<file path="src/sv/kdv_pkg.sv">
package kdv_pkg;

	localparam int SINE_TABLE_DEPTH = 256;
	localparam int PHASE_BITS = 24;

	localparam int CFG_ADDR_W = 3;
	localparam int CFG_DATA_W = 24;
	localparam int INC_W = 23;
	localparam int ENV_W = 24;
	localparam int SINE_W = 16;
	localparam int SAMPLE_W = 24;

	typedef logic [CFG_ADDR_W-1:0] cfg_addr_t;
	typedef logic [CFG_DATA_W-1:0] cfg_data_t;
	typedef logic [INC_W-1:0] inc_t;
	typedef logic [ENV_W-1:0] env_t;
	typedef logic [SINE_W-1:0] sine_t;
	typedef logic signed [SAMPLE_W-1:0] sample_t;

	localparam cfg_addr_t REG_START_INC = 3'd0;
	localparam cfg_addr_t REG_END_INC = 3'd1;
	localparam cfg_addr_t REG_PITCH_DECAY = 3'd2;
	localparam cfg_addr_t REG_AMP_DECAY = 3'd3;
	localparam cfg_addr_t REG_CLICK_LEVEL = 3'd4;
	localparam cfg_addr_t REG_GAIN = 3'd5;
	localparam cfg_addr_t REG_LOOP_ENABLE = 3'd6;
	localparam cfg_addr_t REG_BEAT_FRAMES = 3'd7;

	localparam env_t ENV_ONE = 24'hFFFFFF;
	localparam env_t AMP_FLOOR = 24'd839;
	localparam longint Q30_HALF_PI = 64'sd1686629713;

endpackage

</file>
<file path="src/sv/kdv_in_if.sv">
interface kdv_in_if;
	logic valid;
	logic ready;
	logic manual_trigger;

	modport source (output valid, output manual_trigger, input ready);
	modport sink (input valid, input manual_trigger, output ready);
endinterface

</file>
<file path="src/sv/kdv_out_if.sv">
interface kdv_out_if;
	logic valid;
	logic ready;
	kdv_pkg::sample_t sample_out;
	logic voice_active;

	modport source (output valid, output sample_out, output voice_active, input ready);
	modport sink (input valid, input sample_out, input voice_active, output ready);
endinterface

</file>
<file path="src/sv/kdv_sine_rom.sv">
module kdv_sine_rom #(
	parameter int DEPTH = kdv_pkg::SINE_TABLE_DEPTH,
	parameter int AW = $clog2(DEPTH)
) (
	input  logic                  clk,
	input  logic [AW-1:0]         addr,
	output kdv_pkg::sine_t        data
);
	import kdv_pkg::*;

	typedef sine_t rom_t [DEPTH];

	function automatic rom_t build_rom();
		rom_t r;
		longint x, x2, term, sum;
		for (int i = 0; i < DEPTH; i++) begin
			x = (Q30_HALF_PI * longint'(2 * i + 1)) / (2 * DEPTH);
			x2 = (x * x) >>> 30;
			term = x;
			sum = x;
			term = ((term * x2) >>> 30) / 6;   sum = sum - term;
			term = ((term * x2) >>> 30) / 20;  sum = sum + term;
			term = ((term * x2) >>> 30) / 42;  sum = sum - term;
			term = ((term * x2) >>> 30) / 72;  sum = sum + term;
			term = ((term * x2) >>> 30) / 110; sum = sum - term;
			term = ((term * x2) >>> 30) / 156; sum = sum + term;
			term = ((term * x2) >>> 30) / 210; sum = sum - term;
			if (sum < 0)
				sum = 0;
			r[i] = SINE_W'((sum * 32767 + (longint'(1) << 29)) >>> 30);
		end
		return r;
	endfunction

	localparam rom_t ROM = build_rom();

	sine_t data_q;

	always_ff @(posedge clk) begin
		data_q <= ROM[addr];
	end

	assign data = data_q;

endmodule

</file>
<file path="src/sv/kick_drum_voice.sv">
// For a sounding voice each input beat steps through the states INC, PHASE, ROM, TONE, MIX,
// GAIN, SAT, AMPW, PITW and FIN before its output beat; a silent voice goes straight to FIN.
// A new input beat is taken only after FIN of the previous one; the last state (FIN)
// waits while the previous output beat is still unaccepted.
// The shared 24x24 multiplier runs five products per sounding sample in sequence.
// Ready is high only while the sequencer is idle.
// arst_n clears envelopes, phase and counters and loads register defaults.
module kick_drum_voice #(
	parameter int SINE_TABLE_DEPTH = kdv_pkg::SINE_TABLE_DEPTH,
	parameter int PHASE_BITS = kdv_pkg::PHASE_BITS
) (
	input  logic               clk,
	input  logic               arst_n,
	input  logic               cfg_we,
	input  kdv_pkg::cfg_addr_t cfg_addr,
	input  kdv_pkg::cfg_data_t cfg_wdata,
	kdv_in_if.sink             in_ch,
	kdv_out_if.source          out_ch
);
	import kdv_pkg::*;

	// table depth must be a power of two
	localparam int AW = $clog2(SINE_TABLE_DEPTH);

	localparam logic [3:0] ST_IDLE  = 4'd0;
	localparam logic [3:0] ST_INC   = 4'd1;
	localparam logic [3:0] ST_PHASE = 4'd2;
	localparam logic [3:0] ST_ROM   = 4'd3;
	localparam logic [3:0] ST_TONE  = 4'd4;
	localparam logic [3:0] ST_MIX   = 4'd5;
	localparam logic [3:0] ST_GAIN  = 4'd6;
	localparam logic [3:0] ST_SAT   = 4'd7;
	localparam logic [3:0] ST_AMPW  = 4'd8;
	localparam logic [3:0] ST_PITW  = 4'd9;
	localparam logic [3:0] ST_FIN   = 4'd10;

	logic [3:0] state_q;

	inc_t                start_q, end_q;
	env_t                pitch_decay_q, amp_decay_q;
	logic signed [15:0]  click_q;
	logic [15:0]         gain_q;
	logic                loop_q;
	logic [23:0]         beat_q;

	logic [PHASE_BITS-1:0] phase_q;
	env_t                amp_q, pitch_q;
	logic [1:0]          sst_q;
	logic                sounding_q, fired_q;
	logic [23:0]         ftnb_q;

	logic [47:0]         prod_q;
	logic [23:0]         mix_mag_q;
	logic                mix_neg_q;
	sample_t             result_q;

	logic                out_valid_q;
	sample_t             out_sample_q;
	logic                out_active_q;

	logic [23:0]         mul_a, mul_b;
	inc_t                diff, frac, inc;
	logic                up;
	logic [AW-1:0]       rom_addr, idx;
	sine_t               rom_data;
	logic [23:0]         tone_mag;
	logic signed [24:0]  tone_s, click_s, mix_s;
	logic [25:0]         scaled;
	logic                fire;
	logic                out_free;

	kdv_sine_rom #(.DEPTH(SINE_TABLE_DEPTH), .AW(AW)) u_rom (
		.clk  (clk),
		.addr (rom_addr),
		.data (rom_data)
	);

	assign up = (start_q >= end_q);
	assign diff = up ? (start_q - end_q) : (end_q - start_q);
	assign frac = prod_q[46:24];
	assign inc = up ? (end_q + frac) : (end_q - frac);

	assign idx = phase_q[PHASE_BITS-3 -: AW];
	assign rom_addr = phase_q[PHASE_BITS-2] ? ~idx : idx;

	assign tone_mag = prod_q[39:16];
	assign tone_s = phase_q[PHASE_BITS-1] ? -$signed({1'b0, tone_mag}) : $signed({1'b0, tone_mag});
	assign click_s = sst_q[1] ? 25'sd0 : 25'($signed({click_q, 8'd0}));
	assign mix_s = tone_s + click_s;
	assign scaled = prod_q[39:14];

	assign fire = (loop_q ? (ftnb_q == 24'd0) : !fired_q) || in_ch.manual_trigger;
	assign out_free = !out_valid_q || out_ch.ready;

	always_comb begin
		case (state_q)
			ST_INC: begin
				mul_a = 24'(diff);
				mul_b = pitch_q;
			end
			ST_TONE: begin
				mul_a = 24'(rom_data);
				mul_b = amp_q;
			end
			ST_GAIN: begin
				mul_a = mix_mag_q;
				mul_b = 24'(gain_q);
			end
			ST_SAT: begin
				mul_a = amp_q;
				mul_b = amp_decay_q;
			end
			ST_AMPW: begin
				mul_a = pitch_q;
				mul_b = pitch_decay_q;
			end
			default: begin
				mul_a = 24'd0;
				mul_b = 24'd0;
			end
		endcase
	end

	always_ff @(posedge clk) begin
		prod_q <= mul_a * mul_b;
		if (state_q == ST_MIX) begin
			mix_neg_q <= mix_s[24];
			mix_mag_q <= mix_s[24] ? 24'(-mix_s) : mix_s[23:0];
		end
		if (state_q == ST_SAT) begin
			if (!mix_neg_q && scaled > 26'd8388607)
				result_q <= 24'sh7FFFFF;
			else if (mix_neg_q && scaled > 26'd8388608)
				result_q <= 24'sh800000;
			else if (mix_neg_q)
				result_q <= -$signed(scaled[23:0]);
			else
				result_q <= $signed(scaled[23:0]);
		end
		if (state_q == ST_IDLE)
			result_q <= '0;
		if (state_q == ST_FIN && out_free) begin
			out_sample_q <= result_q;
			out_active_q <= sounding_q;
		end
	end

	always_ff @(posedge clk or negedge arst_n) begin
		if (!arst_n) begin
			start_q <= 23'd41943;
			end_q <= 23'd17476;
			pitch_decay_q <= 24'd16760000;
			amp_decay_q <= 24'd16774000;
			click_q <= 16'sd0;
			gain_q <= 16'd16384;
			loop_q <= 1'b0;
			beat_q <= 24'd24000;
		end else if (cfg_we) begin
			case (cfg_addr)
				REG_START_INC:   start_q <= cfg_wdata[22:0];
				REG_END_INC:     end_q <= cfg_wdata[22:0];
				REG_PITCH_DECAY: pitch_decay_q <= cfg_wdata;
				REG_AMP_DECAY:   amp_decay_q <= cfg_wdata;
				REG_CLICK_LEVEL: click_q <= $signed(cfg_wdata[15:0]);
				REG_GAIN:        gain_q <= cfg_wdata[15:0];
				REG_LOOP_ENABLE: loop_q <= cfg_wdata[0];
				REG_BEAT_FRAMES: beat_q <= cfg_wdata;
				default: ;
			endcase
		end
	end

	always_ff @(posedge clk or negedge arst_n) begin
		if (!arst_n) begin
			state_q <= ST_IDLE;
			phase_q <= '0;
			amp_q <= '0;
			pitch_q <= '0;
			sst_q <= 2'd0;
			sounding_q <= 1'b0;
			fired_q <= 1'b0;
			ftnb_q <= '0;
			out_valid_q <= 1'b0;
		end else begin
			if (out_valid_q && out_ch.ready)
				out_valid_q <= 1'b0;
			case (state_q)
				ST_IDLE: begin
					if (in_ch.valid) begin
						if (loop_q) begin
							ftnb_q <= (ftnb_q == 24'd0) ? beat_q : ftnb_q - 24'd1;
						end else if (!fired_q) begin
							fired_q <= 1'b1;
						end
						if (fire) begin
							phase_q <= '0;
							amp_q <= ENV_ONE;
							pitch_q <= ENV_ONE;
							sst_q <= 2'd0;
							sounding_q <= 1'b1;
						end
						state_q <= (fire || sounding_q) ? ST_INC : ST_FIN;
					end
				end
				ST_INC:   state_q <= ST_PHASE;
				ST_PHASE: begin
					phase_q <= phase_q + PHASE_BITS'(inc);
					state_q <= ST_ROM;
				end
				ST_ROM:   state_q <= ST_TONE;
				ST_TONE:  state_q <= ST_MIX;
				ST_MIX:   state_q <= ST_GAIN;
				ST_GAIN:  state_q <= ST_SAT;
				ST_SAT:   state_q <= ST_AMPW;
				ST_AMPW: begin
					amp_q <= prod_q[47:24];
					if (amp_q < AMP_FLOOR)
						sounding_q <= 1'b0;
					state_q <= ST_PITW;
				end
				ST_PITW: begin
					pitch_q <= prod_q[47:24];
					if (!sst_q[1])
						sst_q <= sst_q + 2'd1;
					state_q <= ST_FIN;
				end
				ST_FIN: begin
					if (out_free) begin
						out_valid_q <= 1'b1;
						state_q <= ST_IDLE;
					end
				end
				default: state_q <= ST_IDLE;
			endcase
		end
	end

	assign in_ch.ready = (state_q == ST_IDLE);
	assign out_ch.valid = out_valid_q;
	assign out_ch.sample_out = out_sample_q;
	assign out_ch.voice_active = out_active_q;

endmodule
</file>
<file path="src/flat_wrapper.sv">
// flat-port wrapper written by rule: the top's interface ports become plain ports
module kick_drum_voice_flat import kdv_pkg::*;
#(
	parameter int SINE_TABLE_DEPTH = kdv_pkg::SINE_TABLE_DEPTH,
	parameter int PHASE_BITS = kdv_pkg::PHASE_BITS
)
  (clk, arst_n, cfg_we, cfg_addr, cfg_wdata, in_ch_valid, in_ch_manual_trigger, in_ch_ready, out_ch_valid, out_ch_sample_out, out_ch_voice_active, out_ch_ready);
  kdv_in_if in_ch_i ();
  kdv_out_if out_ch_i ();
  input  logic clk;
  input  logic arst_n;
  input  logic cfg_we;
  input  kdv_pkg::cfg_addr_t cfg_addr;
  input  kdv_pkg::cfg_data_t cfg_wdata;
  input wire logic [$bits(in_ch_i.valid)-1:0] in_ch_valid;
  input wire logic [$bits(in_ch_i.manual_trigger)-1:0] in_ch_manual_trigger;
  output wire logic [$bits(in_ch_i.ready)-1:0] in_ch_ready;
  output wire logic [$bits(out_ch_i.valid)-1:0] out_ch_valid;
  output wire logic [$bits(out_ch_i.sample_out)-1:0] out_ch_sample_out;
  output wire logic [$bits(out_ch_i.voice_active)-1:0] out_ch_voice_active;
  input wire logic [$bits(out_ch_i.ready)-1:0] out_ch_ready;
  assign in_ch_i.valid = in_ch_valid;
  assign in_ch_i.manual_trigger = in_ch_manual_trigger;
  assign in_ch_ready = in_ch_i.ready;
  assign out_ch_valid = out_ch_i.valid;
  assign out_ch_sample_out = out_ch_i.sample_out;
  assign out_ch_voice_active = out_ch_i.voice_active;
  assign out_ch_i.ready = out_ch_ready;
  kick_drum_voice #(.SINE_TABLE_DEPTH(SINE_TABLE_DEPTH), .PHASE_BITS(PHASE_BITS)) u_core (.clk(clk), .arst_n(arst_n), .cfg_we(cfg_we), .cfg_addr(cfg_addr), .cfg_wdata(cfg_wdata), .in_ch(in_ch_i), .out_ch(out_ch_i));
endmodule
</file>
<file path="config.mk">
export PLATFORM = sky130hd
export DESIGN_NAME = kick_drum_voice_flat
export DESIGN_NICKNAME = d
export VERILOG_FILES = /design/src/sv/kdv_pkg.sv /design/src/sv/kdv_in_if.sv /design/src/sv/kdv_out_if.sv /design/src/sv/kdv_sine_rom.sv /design/src/sv/kick_drum_voice.sv /design/src/flat_wrapper.sv
export SDC_FILE = /design/constraint.sdc
export NUM_CORES = 2
export LEC_CHECK = 0
export BUFFER_PORTS_ARGS = -buffer_cell sky130_fd_sc_hd__buf_2
export CAP_MARGIN = 20
export CORE_ASPECT_RATIO = 1.1
export CORE_MARGIN = 10
export CORE_UTILIZATION = 40
export CTS_CLUSTER_DIAMETER = 50
export DETAILED_ROUTE_END_ITERATION = 6
export SLEW_MARGIN = 20
export SYNTH_ARGS = -nofsm -noshare
export SYNTH_HDL_FRONTEND = slang
export SYNTH_SLANG_ARGS = --single-unit
</file>
<file path="constraint.sdc">
create_clock -name clk -period 18.46 [get_ports clk]
set_clock_uncertainty 0.15 [all_clocks]
set_input_delay 3.692 -clock clk [delete_from_list [all_inputs] [get_ports clk]]
set_output_delay 3.692 -clock clk [all_outputs]
set_load 0.005 [all_outputs]
</file>
==> summary.md <==
| Metric | Value |
|---|---|
| Clock buffer depth | `3` |
| Yosys top cell by area | `fa_1` |
| Post-Synth XOR/XNOR Area | `3.934%` |
| Layout cells sized above 1 | `9.564%` |
| Unrepaired setup endpoints after global routing | `false` |
| Reg2Reg Depth | `39` |
| Synth Area in Adders | `29.61%` |
| Worst R2R End | `u_core.prod_q[47]$_DFF_P_` |
| Syn avg cell area | `8.429 sq um` |
| Rows | `129` |
| Most frequent cell after synthesis | `inv_1` |
| Largest net degree at the start of global routing | `129` |
| DP Wirelength | `125.8 mm` |
| Hold Buf Count CTS | `0` |
| CTS root buf | `clkbuf_16` |
| Final min period | `11.77 ns` |
| Synth top area share | `21.42%` |
| Hold Vio Cnt, Final | `0` |
| Fill cells | `11340` |
| R2R setup slack | `6.69 ns` |
| Hold Path Stages | `0` |
| Global route total overflow | `0` |
| Vias | `40420` |
| Share of the cycle needed by the critical path after routing | `63.74%` |
| CP max stage cell | `a221o_1` |
| Most frequent cell on the critical path | `inv_1` |
| Port-buffer cells | `59` |
| Critical path required time | `18.82 ns` |
| Initial antenna violation count | `4` |
| Worst EP arrival | `12.13 ns` |
| Core area | `112700 sq um` |
| Main synth FF type | `dfrtp_1` |
| Nets | `6093` |
| Area growth from synthesis to layout | `8.075%` |
| Hold path startpoint | `u_core.result_q[1]$_SDFFE_PP0P_` |
| CTS tree | `yes` |
| DR pass1 iterations | `7` |
| GP Congestion | `0.9765` |
| Die Span Y | `373.4 microns` |
| Total Routing Usage GR | `26.10%` |
| Post-CTS Setup Inserts | `0` |
| Critical Path Source Type | `register` |
| Die area | `127400 sq um` |
| Crit. Startpoint | `u_core.end_q[6]$_DFFE_PN1P_` |
| Post-synth EDFFs | `50` |
| # DRC | `0` |
| First DRT Iteration DRCs | `4203` |
| Syn Nets | `6204` |
| FF/Latch Area | `9438 sq um` |
| Mux cell area share after synthesis | `3.565%` |
| CTS buffer count | `54` |
| Routed WL | `169.9 mm` |
| Top delay family on crit path | `adder cells` |
| Top cells by area, synth | `fa_1 (21%), dfrtp_1 (11%), ha_1 (8.2%), inv_1 (5.9%), nand2_1 (5.9%)` |
| First-pass GRT wire length | `257.5 mm` |
| Fmax | `0.08499 GHz` |
| Max Transition Viols Final | `0` |
| Asr flop ratio synth | `67.55%` |
| Area occupied by multi-input gates | `32100 sq um` |
| Synth Area in Compound Gates | `17.76%` |
| Synth Area in Simple Gates | `15.44%` |
| Reg clk slew, reported paths | `0.06 ns` |
| Worst slew margin | `22.35%` |
| Synth cell count leaders | `inv_1 (718), nand2_1 (713), fa_1 (486)` |
| Hold endpoint | `u_core.out_ch.sample_out[1]$_DFFE_PP_` |
| CTS Sinks | `379` |
| FF-to-FF Start | `u_core.end_q[6]$_DFFE_PN1P_` |
| Max_cap viols | `0` |
| Netlist Area Pre-Place | `45410 sq um` |
| Largest family of logic cells by synthesized area | `adder cells` |
| Die W | `341.3 microns` |
| Drt wl/cell | `24.88 microns` |
| H-tree depth | `2` |
| Seq cells post-synth | `379` |
| Initial core utilization | `40.31%` |
| Status | `completed` |
| Post-cts resize count | `0` |
| # setup viols final | `0` |
| Crit-path max FO | `40` |
| Seq/Total Area, Yosys | `20.78%` |
| DR vias/cell | `5.919` |
| Antenna Nets Post-Route | `0` |
| Worst-skew pair later-pin latency | `0.64 ns` |
| Crit. End Element | `register` |
| CP bufs+invs | `8` |
| Synth unique cells | `99` |
| Hold crit path type | `register to register` |
| Total negative setup slack | `0 ns` |
| Crit Path Class | `register to register` |
| Ys Warns | `0` |
| Worst-margin pin slew | `1.164 ns` |
| IO Pins | `60` |
| Cells after Synth | `5388` |
| Critical Path Max Stage Delay | `1.03 ns` |
| Vias in the first global route | `40600` |
-- kinds of logic (layout without fill, tap and decap cells) --
kind of cell	after synthesis	after routing
AND/OR/NAND/NOR	1555	1555
adder cells (fa/ha/maj)	783	783
XOR/XNOR	204	204
buffers and inverters	1057	991
other	0	1
multiplexers	143	143
AO/OA/AOI/OAI	1267	1267
flip-flops	379	379
-- worst max path at each step --
stage / endpoint / slack, ns / depth (start not counted)
floorplan: u_core.prod_q[47]$_DFF_P_ / 8.43 / 41
global placement: u_core.prod_q[47]$_DFF_P_ / 6.87 / 39
detailed placement: u_core.prod_q[47]$_DFF_P_ / 6.82 / 39
CTS: u_core.prod_q[47]$_DFF_P_ / 6.78 / 39
global route: u_core.prod_q[40]$_DFF_P_ / 6.22 / 39
finish: u_core.prod_q[47]$_DFF_P_ / 6.69 / 39
-- stage by stage --
stage	instances	hold slack, ns	worst slack (ns)	utilization, %	instance area (sq um)
detailed placement	6726	0.2630	6.824	41.94	47250
CTS	6827	0.2851	6.777	43.55	49070
global route	6828	0.2912	6.218	43.56	49080
global placement	6726	0.2676	6.874	41.94	47250
floorplan	5388	0.2530	8.427	-	45410
finish	6829	0.2821	6.694	43.57	49080
-- worst register-to-register path, delay by kind of cell (launching register included) --
kind | cells | cell delay (ns)
adder cells (fa/ha/maj) | 9 | 4.39
AO/OA/AOI/OAI | 13 | 3.73
AND/OR/NAND/NOR | 6 | 1.41
XOR/XNOR | 2 | 0.61
flip-flops | 1 | 0.55
buffers and inverters | 8 | 0.42
multiplexers | 1 | 0.41
-- area by class of cell --
| type | count | area share (%) |
|---|---|---|
| Multi-Input combinational cell | 3952 | 65.40 |
| Sequential cell | 379 | 19.23 |
| Inverter | 719 | 5.499 |
| Tap cell | 1506 | 3.839 |
| Clock buffer | 69 | 3.034 |
| Timing Repair Buffer | 171 | 2.335 |
| Clock inverter | 32 | 0.6577 |
| Antenna cell | 1 | 0.005099 |
-- flip-flops by register name, indices dropped and copies added (netlist names), 15 cells and up --
name	flops
u_core.beat_q	24
u_core.phase_q	24
u_core.start_q	23
u_core.pitch_q	24
u_core.amp_decay_q	24
u_core.mix_mag_q	24
u_core.prod_q	34
u_core.end_q	23
u_core.gain_q	16
u_core.pitch_decay_q	24
u_core.result_q	24
u_core.u_rom.data	15
u_core.amp_q	24
u_core.ftnb_q	24
u_core.out_ch.sample_out	24
u_core.click_q	16
-- placed cells by master, fill, tap and decap left out, types with 47 or more instances in the layout --
master,netlist,layout
dfstp_2,54,54
edfxtp_1,50,50
buf_4,2,111
o211ai_1,47,47
inv_1,718,718
a31oi_1,84,84
nand2_1,713,712
xnor2_1,147,144
dfxtp_1,73,73
nor2_1,340,337
fa_1,486,486
nand3_1,78,77
clkbuf_16,0,55
xor2_1,57,55
a21oi_1,262,262
and2_1,87,87
mux2_2,116,116
a21o_1,74,74
ha_1,297,297
dfrtp_1,202,201
o21ai_0,391,390
nor3_1,95,90
buf_2,24,58
-- metal layers --
layer	track usage [%]	wire length [microns]	up-vias
met5	0	0	-
met4	13.89	10760	0
met1	33.66	68240	20140
met2	41.46	76750	1966
met3	4.477	14160	438
li1	-	-	17880
Power is left out: the tool's default activity adds up to more than one toggle a clock period on the data nets, which glitch-free logic cannot reach.
